===== src/rtl/dpt_pkg.sv =====
package dpt_pkg;

  localparam int unsigned CyclesW    = 6;
  localparam int unsigned ByteW      = 8;
  localparam int unsigned AccW       = 9;
  localparam int unsigned CountdownW = 12;
  localparam int unsigned SelW       = 2;
  localparam int unsigned CfgIdxW    = 2;
  localparam int unsigned CfgDataW   = 8;

  localparam logic [AccW-1:0]       DivLimit       = 9'd255;
  localparam logic [ByteW-1:0]      CountMax       = 8'hff;
  localparam logic [CountdownW-1:0] CountdownReset = 12'd1024;

  typedef enum logic [1:0] {
    KIND_TICK      = 2'd0,
    KIND_WRITE_DIV = 2'd1,
    KIND_WRITE_CNT = 2'd2,
    KIND_NONE      = 2'd3
  } kind_t;

  typedef enum logic [CfgIdxW-1:0] {
    CFG_MODULO  = 2'd0,
    CFG_ENABLE  = 2'd1,
    CFG_CLK_SEL = 2'd2,
    CFG_UNUSED  = 2'd3
  } cfg_idx_t;

  // reload period chosen by the clock select
  function automatic logic [CountdownW-1:0] period_of(input logic [SelW-1:0] sel);
    logic [CountdownW-1:0] p;
    case (sel)
      2'd0:    p = 12'd1024;
      2'd1:    p = 12'd16;
      2'd2:    p = 12'd64;
      default: p = 12'd256;
    endcase
    return p;
  endfunction

endpackage


===== src/rtl/dpt_if.sv =====
interface dpt_in_if;
  logic                             valid;
  logic                             ready;
  dpt_pkg::kind_t                   kind;
  logic [dpt_pkg::CyclesW-1:0]      cycles;
  logic [dpt_pkg::ByteW-1:0]        write_value;

  modport source (output valid, kind, cycles, write_value, input ready);
  modport sink   (input valid, kind, cycles, write_value, output ready);
endinterface

interface dpt_out_if;
  logic                             valid;
  logic                             ready;
  logic [dpt_pkg::ByteW-1:0]        divider_value;
  logic [dpt_pkg::ByteW-1:0]        counter_value;
  logic                             overflow_irq;

  modport source (output valid, divider_value, counter_value, overflow_irq, input ready);
  modport sink   (input valid, divider_value, counter_value, overflow_irq, output ready);
endinterface

interface dpt_cfg_if;
  logic                             valid;
  logic                             ready;
  logic [dpt_pkg::CfgIdxW-1:0]      index;
  logic [dpt_pkg::CfgDataW-1:0]     data;

  modport source (output valid, index, data, input ready);
  modport sink   (input valid, index, data, output ready);
endinterface


===== src/rtl/divider_and_programmable_timer_top.sv =====
// Divider and programmable timer. Each accepted item (tick, divider write, counter
// write or no-op) produces exactly one result in the output register in the next
// cycle, and a new item is taken every cycle as long as the result register is empty
// or being drained in the same cycle; the rate is one item per clock, as the state of
// accumulator, countdown and counter is updated for every accepted item. Configuration
// writes are always taken and apply to the next item.
module divider_and_programmable_timer_top (
  input  logic       clk,
  input  logic       rst_n,
  dpt_in_if.sink     in_if,
  dpt_out_if.source  out_if,
  dpt_cfg_if.sink    cfg_if
);

  logic [dpt_pkg::ByteW-1:0]      modulo_r;
  logic                           enable_r;
  logic [dpt_pkg::SelW-1:0]       sel_r;

  logic [dpt_pkg::AccW-1:0]       acc_r, acc_nxt;
  logic [dpt_pkg::ByteW-1:0]      div_r, div_nxt;
  logic [dpt_pkg::CountdownW-1:0] cd_r, cd_nxt;
  logic [dpt_pkg::ByteW-1:0]      cnt_r, cnt_nxt;
  logic                           irq_nxt;

  logic                           out_valid_r;
  logic [dpt_pkg::ByteW-1:0]      out_div_r, out_cnt_r;
  logic                           out_irq_r;

  logic                           in_xfer;
  logic [dpt_pkg::AccW-1:0]       acc_sum;

  assign cfg_if.ready = 1'b1;
  assign in_if.ready  = !out_valid_r || out_if.ready;
  assign in_xfer      = in_if.valid && in_if.ready;

  always_ff @(posedge clk) begin
    if (!rst_n) begin
      modulo_r <= '0;
      enable_r <= 1'b0;
      sel_r    <= '0;
    end else if (cfg_if.valid) begin
      case (dpt_pkg::cfg_idx_t'(cfg_if.index))
        dpt_pkg::CFG_MODULO:  modulo_r <= cfg_if.data;
        dpt_pkg::CFG_ENABLE:  enable_r <= cfg_if.data[0];
        dpt_pkg::CFG_CLK_SEL: sel_r    <= cfg_if.data[dpt_pkg::SelW-1:0];
        default: ;
      endcase
    end
  end

  assign acc_sum = acc_r + {{(dpt_pkg::AccW-dpt_pkg::CyclesW){1'b0}}, in_if.cycles};

  always_comb begin
    acc_nxt = acc_r;
    div_nxt = div_r;
    cd_nxt  = cd_r;
    cnt_nxt = cnt_r;
    irq_nxt = 1'b0;
    case (in_if.kind)
      dpt_pkg::KIND_TICK: begin
        if (acc_sum >= dpt_pkg::DivLimit) begin
          acc_nxt = '0;
          div_nxt = div_r + 8'd1;
        end else begin
          acc_nxt = acc_sum;
        end
        if (enable_r) begin
          if (cd_r <= {{(dpt_pkg::CountdownW-dpt_pkg::CyclesW){1'b0}}, in_if.cycles}) begin
            // reload drops the excess cycles
            cd_nxt = dpt_pkg::period_of(sel_r);
            if (cnt_r == dpt_pkg::CountMax) begin
              cnt_nxt = modulo_r;
              irq_nxt = 1'b1;
            end else begin
              cnt_nxt = cnt_r + 8'd1;
            end
          end else begin
            cd_nxt = cd_r - {{(dpt_pkg::CountdownW-dpt_pkg::CyclesW){1'b0}}, in_if.cycles};
          end
        end
      end
      dpt_pkg::KIND_WRITE_DIV: div_nxt = '0;
      dpt_pkg::KIND_WRITE_CNT: cnt_nxt = in_if.write_value;
      default: ;
    endcase
  end

  always_ff @(posedge clk) begin
    if (!rst_n) begin
      acc_r       <= '0;
      div_r       <= '0;
      cd_r        <= dpt_pkg::CountdownReset;
      cnt_r       <= '0;
      out_valid_r <= 1'b0;
    end else begin
      if (in_xfer) begin
        acc_r       <= acc_nxt;
        div_r       <= div_nxt;
        cd_r        <= cd_nxt;
        cnt_r       <= cnt_nxt;
        out_valid_r <= 1'b1;
      end else if (out_if.ready) begin
        out_valid_r <= 1'b0;
      end
    end
  end

  always_ff @(posedge clk) begin
    if (in_xfer) begin
      out_div_r <= div_nxt;
      out_cnt_r <= cnt_nxt;
      out_irq_r <= irq_nxt;
    end
  end

  assign out_if.valid         = out_valid_r;
  assign out_if.divider_value = out_div_r;
  assign out_if.counter_value = out_cnt_r;
  assign out_if.overflow_irq  = out_irq_r;

`ifndef SYNTH
  a_cd_range: assert property (@(posedge clk) disable iff (!rst_n)
    (cd_r != '0) && (cd_r <= dpt_pkg::CountdownReset))
    else $error("period countdown out of range");

  a_acc_range: assert property (@(posedge clk) disable iff (!rst_n)
    acc_r < dpt_pkg::DivLimit)
    else $error("divider accumulator not cleared at limit");

  a_div_clear: assert property (@(posedge clk) disable iff (!rst_n)
    in_xfer && (in_if.kind == dpt_pkg::KIND_WRITE_DIV) |=>
      out_if.valid && (out_if.divider_value == '0))
    else $error("divider write did not clear divider");
`endif

endmodule

===== src/flat_wrapper.sv =====
// flat-port wrapper written by rule: the top's interface ports become plain ports
module divider_and_programmable_timer_top_flat 
  (clk, rst_n, in_if_valid, in_if_kind, in_if_cycles, in_if_write_value, in_if_ready, out_if_valid, out_if_divider_value, out_if_counter_value, out_if_overflow_irq, out_if_ready, cfg_if_valid, cfg_if_index, cfg_if_data, cfg_if_ready);
  dpt_in_if in_if_i ();
  dpt_out_if out_if_i ();
  dpt_cfg_if cfg_if_i ();
  input  logic clk;
  input  logic rst_n;
  input wire logic [$bits(in_if_i.valid)-1:0] in_if_valid;
  input wire logic [$bits(in_if_i.kind)-1:0] in_if_kind;
  input wire logic [$bits(in_if_i.cycles)-1:0] in_if_cycles;
  input wire logic [$bits(in_if_i.write_value)-1:0] in_if_write_value;
  output wire logic [$bits(in_if_i.ready)-1:0] in_if_ready;
  output wire logic [$bits(out_if_i.valid)-1:0] out_if_valid;
  output wire logic [$bits(out_if_i.divider_value)-1:0] out_if_divider_value;
  output wire logic [$bits(out_if_i.counter_value)-1:0] out_if_counter_value;
  output wire logic [$bits(out_if_i.overflow_irq)-1:0] out_if_overflow_irq;
  input wire logic [$bits(out_if_i.ready)-1:0] out_if_ready;
  input wire logic [$bits(cfg_if_i.valid)-1:0] cfg_if_valid;
  input wire logic [$bits(cfg_if_i.index)-1:0] cfg_if_index;
  input wire logic [$bits(cfg_if_i.data)-1:0] cfg_if_data;
  output wire logic [$bits(cfg_if_i.ready)-1:0] cfg_if_ready;
  assign in_if_i.valid = in_if_valid;
  assign in_if_i.kind = in_if_kind;
  assign in_if_i.cycles = in_if_cycles;
  assign in_if_i.write_value = in_if_write_value;
  assign in_if_ready = in_if_i.ready;
  assign out_if_valid = out_if_i.valid;
  assign out_if_divider_value = out_if_i.divider_value;
  assign out_if_counter_value = out_if_i.counter_value;
  assign out_if_overflow_irq = out_if_i.overflow_irq;
  assign out_if_i.ready = out_if_ready;
  assign cfg_if_i.valid = cfg_if_valid;
  assign cfg_if_i.index = cfg_if_index;
  assign cfg_if_i.data = cfg_if_data;
  assign cfg_if_ready = cfg_if_i.ready;
  divider_and_programmable_timer_top u_core (.clk(clk), .rst_n(rst_n), .in_if(in_if_i), .out_if(out_if_i), .cfg_if(cfg_if_i));
endmodule

===== config.mk =====
export PLATFORM = sky130hd
export DESIGN_NAME = divider_and_programmable_timer_top_flat
export DESIGN_NICKNAME = d
export VERILOG_FILES = /design/src/rtl/dpt_pkg.sv /design/src/rtl/dpt_if.sv /design/src/rtl/divider_and_programmable_timer_top.sv /design/src/flat_wrapper.sv
export SDC_FILE = /design/constraint.sdc
export NUM_CORES = 1
export LEC_CHECK = 0
export BUFFER_PORTS_ARGS = -buffer_cell sky130_fd_sc_hd__buf_4
export CORE_MARGIN = 1
export CORE_UTILIZATION = 50
export CTS_CLUSTER_SIZE = 8
export DETAILED_ROUTE_END_ITERATION = 6
export GPL_ROUTABILITY_DRIVEN = 1
export GPL_TIMING_DRIVEN = 1
export HOLD_SLACK_MARGIN = 0.15
export PLACE_DENSITY = 0.73
export SLEW_MARGIN = 0
export SYNTH_ARGS = -nofsm -noshare
export SYNTH_HDL_FRONTEND = slang
export SYNTH_SLANG_ARGS = --single-unit

===== constraint.sdc =====
create_clock -name clk -period 3.1 [get_ports clk]
set_input_delay 0.62 -clock clk [delete_from_list [all_inputs] [get_ports clk]]
set_output_delay 0.62 -clock clk [all_outputs]
set_load 0.05 [all_outputs]

==> flow_summary.ini <==
[min_path]
holdCritStartpoint = u_core.acc_r[5]
hold_class = flip-flop to flip-flop

[synthesis]
synth-edff-count = 17
yosysWarnings = 0
synthesis.nets = 497
async_flop_share_pct = 0
syn_area_um2 = 3900
seq_area_frac_synth_pct = 38.2
ys_ff_latch = 66
synthDistinctLibCells = 70
syn_inst = 450
syn_area_per_cell_um2 = 8.68
synth_flop_cell = dfxtp_1

[worst_setup_path]
crit_fanout = 9
crit_required_ns = 3.19
cp-startpoint = in_if_cycles[0]
cp-start-kind = primary input
endpoint_kind = flip-flop
r2r_start = u_core.acc_r[0]
arrival_ns = 3.00
critPathKind = primary input to flip-flop

[placement]
dpl_cell_area_um2 = 4500
dp.cells = 604
dp_hpwl_um = 6710
place.gp.congestion = 0.914
port_buffers = 49
post-place-ws_ns = -0.168

[clock_tree]
cts_max_level = 3
cts-resized-gates = 0
cts_tree = built
clk_pin_slew_ns = 0.08
cts_made_buffers = 9
cts_sinks = 66
ctsLongestPathBuffers = 2
clock_latency_ns = 0.35
clock-root-buffer = clkbuf_8
hold_buffers = 0
cts_setup_buffers = 0

[timing]
hold_violations = 0
finalCritPeriodShare_pct = 93.9
slew_headroom_pct = 54.0
rsz0062_at_grt = false
setup_violations = 0
fin_ws_ns = 0.190
slew_viol_final = 0
finalCriticalPeriod_ns = 2.91
fmax_mhz = 344
fin_skew_ns = 0.0126
tightest_slew_ns = 0.684

[power]
powerDensity_nw_per_um2 = 424
peakVddDrop_mv = 0.263
p_leak_nw = 1.88

[grt]
grt_pass1_vias = 3350
grt_max_degree = 34
grt.total_usage_pct = 23.5
grt_pass1_wl_um = 15700
grt-ovfl-total = 0
antenna_found_initial = 0

[route]
wl_per_cell_um = 14.9
first_pass_iters = 5
routed_wl_um = 9210
drc_errors = 0
routed_via_density = 5.77
num_vias = 3576
drt.antenna.violating_nets = 0
dr.first_iter.drc_count = 136

[finish]
final_area_um2 = 4700
final_util_pct = 63.5
diodes = 0
final_net_count = 563
syn2layout_area_growth_pct = 20.4
drive_gt1_share_pct = 21.1
finalNonFillerCells = 620

[floorplan]
die_area_um2 = 8170
dieWidth_um = 90.4
rows = 31
die_y_um = 90.4
start_util_pct = 52.7
boundaryPins = 51
core_um2 = 7410

[outcome]
status = finished, final reports clean

[flow_run]
drv_cap = 0
==> worst paths after layout <==
path	to	slack, ns	cells after the start
hold / removal	u_core.acc_r[5]	0.46	2
setup reg to reg	u_core.out_if.divider_value[0]	0.28	9
hold reg to reg	u_core.acc_r[5]	0.46	2
setup / recovery	u_core.out_if.divider_value[0]	0.19	10
==> stage by stage <==
step | hold slack [ns] | setup TNS (ns) | total power, mW
6_report | 0.462 | 0 | 1.99
5_1_grt | 0.488 | 0 | 2.07
4_1_cts | 0.463 | 0 | 2.00
3_5_place_dp | 0.452 | -1.84 | 1.26
3_3_place_gp | 0.445 | -0.541 | 1.26
2_1_floorplan | 0.436 | 0 | 1.16
==> layer usage <==
layer | track usage [%] | share of wire, %
met5 | 0 | 0
met4 | 7.80 | 1.7
met3 | 4.29 | 5.2
met2 | 38.7 | 47
met1 | 31.2 | 46
==> report_power, final <==
| group | total, mW | switching (mW) | internal (mW) |
|---|---|---|---|
| clock network | 0.744 | 0.366 | 0.378 |
| registers | 0.937 | 0.0218 | 0.915 |
| logic | 0.311 | 0.190 | 0.121 |
| total | 1.99 | 0.578 | 1.41 |
==> layout make-up <==
type                       count  area, µm²
fill                         629       2710
multi-input combinational    340       2240
clock inverter                 7       77.6
tap                           99        124
sequential                    66       1490
timing repair buffer          74        556
inverter                      25       93.8
clock buffer                   9        124
==> critical path, cell delays in order <==
cell and delay [ns]:
buf_4 0.12, ha_1 0.22, fa_1 0.42, xor2_1 0.27, nand4_1 0.15, a211oi_2 0.34, o2111ai_4 0.27, and2_1 0.29
a21oi_1 0.18, o22ai_1 0.12
==> registers in the layout, summed over array words and instances, names as in the netlist <==
| register | count |
|---|---|
| u_core.cnt_r | 8 |
| u_core.out_if.divider_value | 8 |
| u_core.out_if.counter_value | 8 |
| u_core.out_if.valid | 1 |
| u_core.sel_r | 2 |
| u_core.cd_r | 12 |
| u_core.acc_r | 9 |
| u_core.div_r | 8 |
| u_core.enable_r | 1 |
| u_core.out_if.overflow_irq | 1 |
| u_core.modulo_r | 8 |
==> synthesized netlist by cell type (all sizes together) (4+ instances only) <==
| master | instances | area [µm²] |
|---|---|---|
| a211oi | 6 | 70.1 |
| a21boi | 5 | 37.5 |
| a21o | 6 | 45.0 |
| a21oi | 38 | 190 |
| a22oi | 6 | 45.0 |
| a31oi | 6 | 37.5 |
| and2 | 5 | 31.3 |
| and3 | 8 | 56.3 |
| buf | 4 | 26.3 |
| clkbuf | 15 | 56.3 |
| dfxtp | 49 | 981 |
| edfxtp | 17 | 510 |
| ha | 14 | 175 |
| inv | 25 | 93.8 |
| mux2i | 14 | 140 |
| nand2 | 45 | 176 |
| nand3 | 21 | 105 |
| nand4 | 5 | 31.3 |
| nor2 | 45 | 174 |
| nor3 | 9 | 45.0 |
| nor3b | 4 | 30.0 |
| o211ai | 6 | 45.0 |
| o21ai | 22 | 110 |
| o22ai | 4 | 25.0 |
| or3 | 5 | 31.3 |
| or4 | 4 | 30.0 |
| xnor2 | 10 | 106 |
==> placed cells by master (no fill, tap or decap), drive strengths merged, types with 6 or more instances in the layout <==
master / count
nand2: 45
and3: 8
edfxtp: 17
clkbuf: 9
a21o: 6
buf: 74
inv: 27
a211oi: 6
xnor2: 10
nor3: 9
mux2i: 14
o211ai: 6
nand3: 21
a31oi: 6
a21oi: 38
a22oi: 6
dfxtp: 49
ha: 14
o21ai: 22
nor2: 45
==> logic make-up (layout without fill, tap and decap cells) <==
family                     Yosys count  in the layout  synth area share [%]
AOI/OAI and AO/OA                  130            130                  23.7
xor gates and xnor gates            13             13                  3.40
adders and majority gates           16             16                  5.51
buffers and inverters               44            115                  4.52
DFF                                 66             66                  38.2
muxes                               14             14                  3.59
other                                1              1                0.0960
and+or+nand+nor                    166            166                  21.0
No activity file was read; power rests on OpenSTA's default activity.
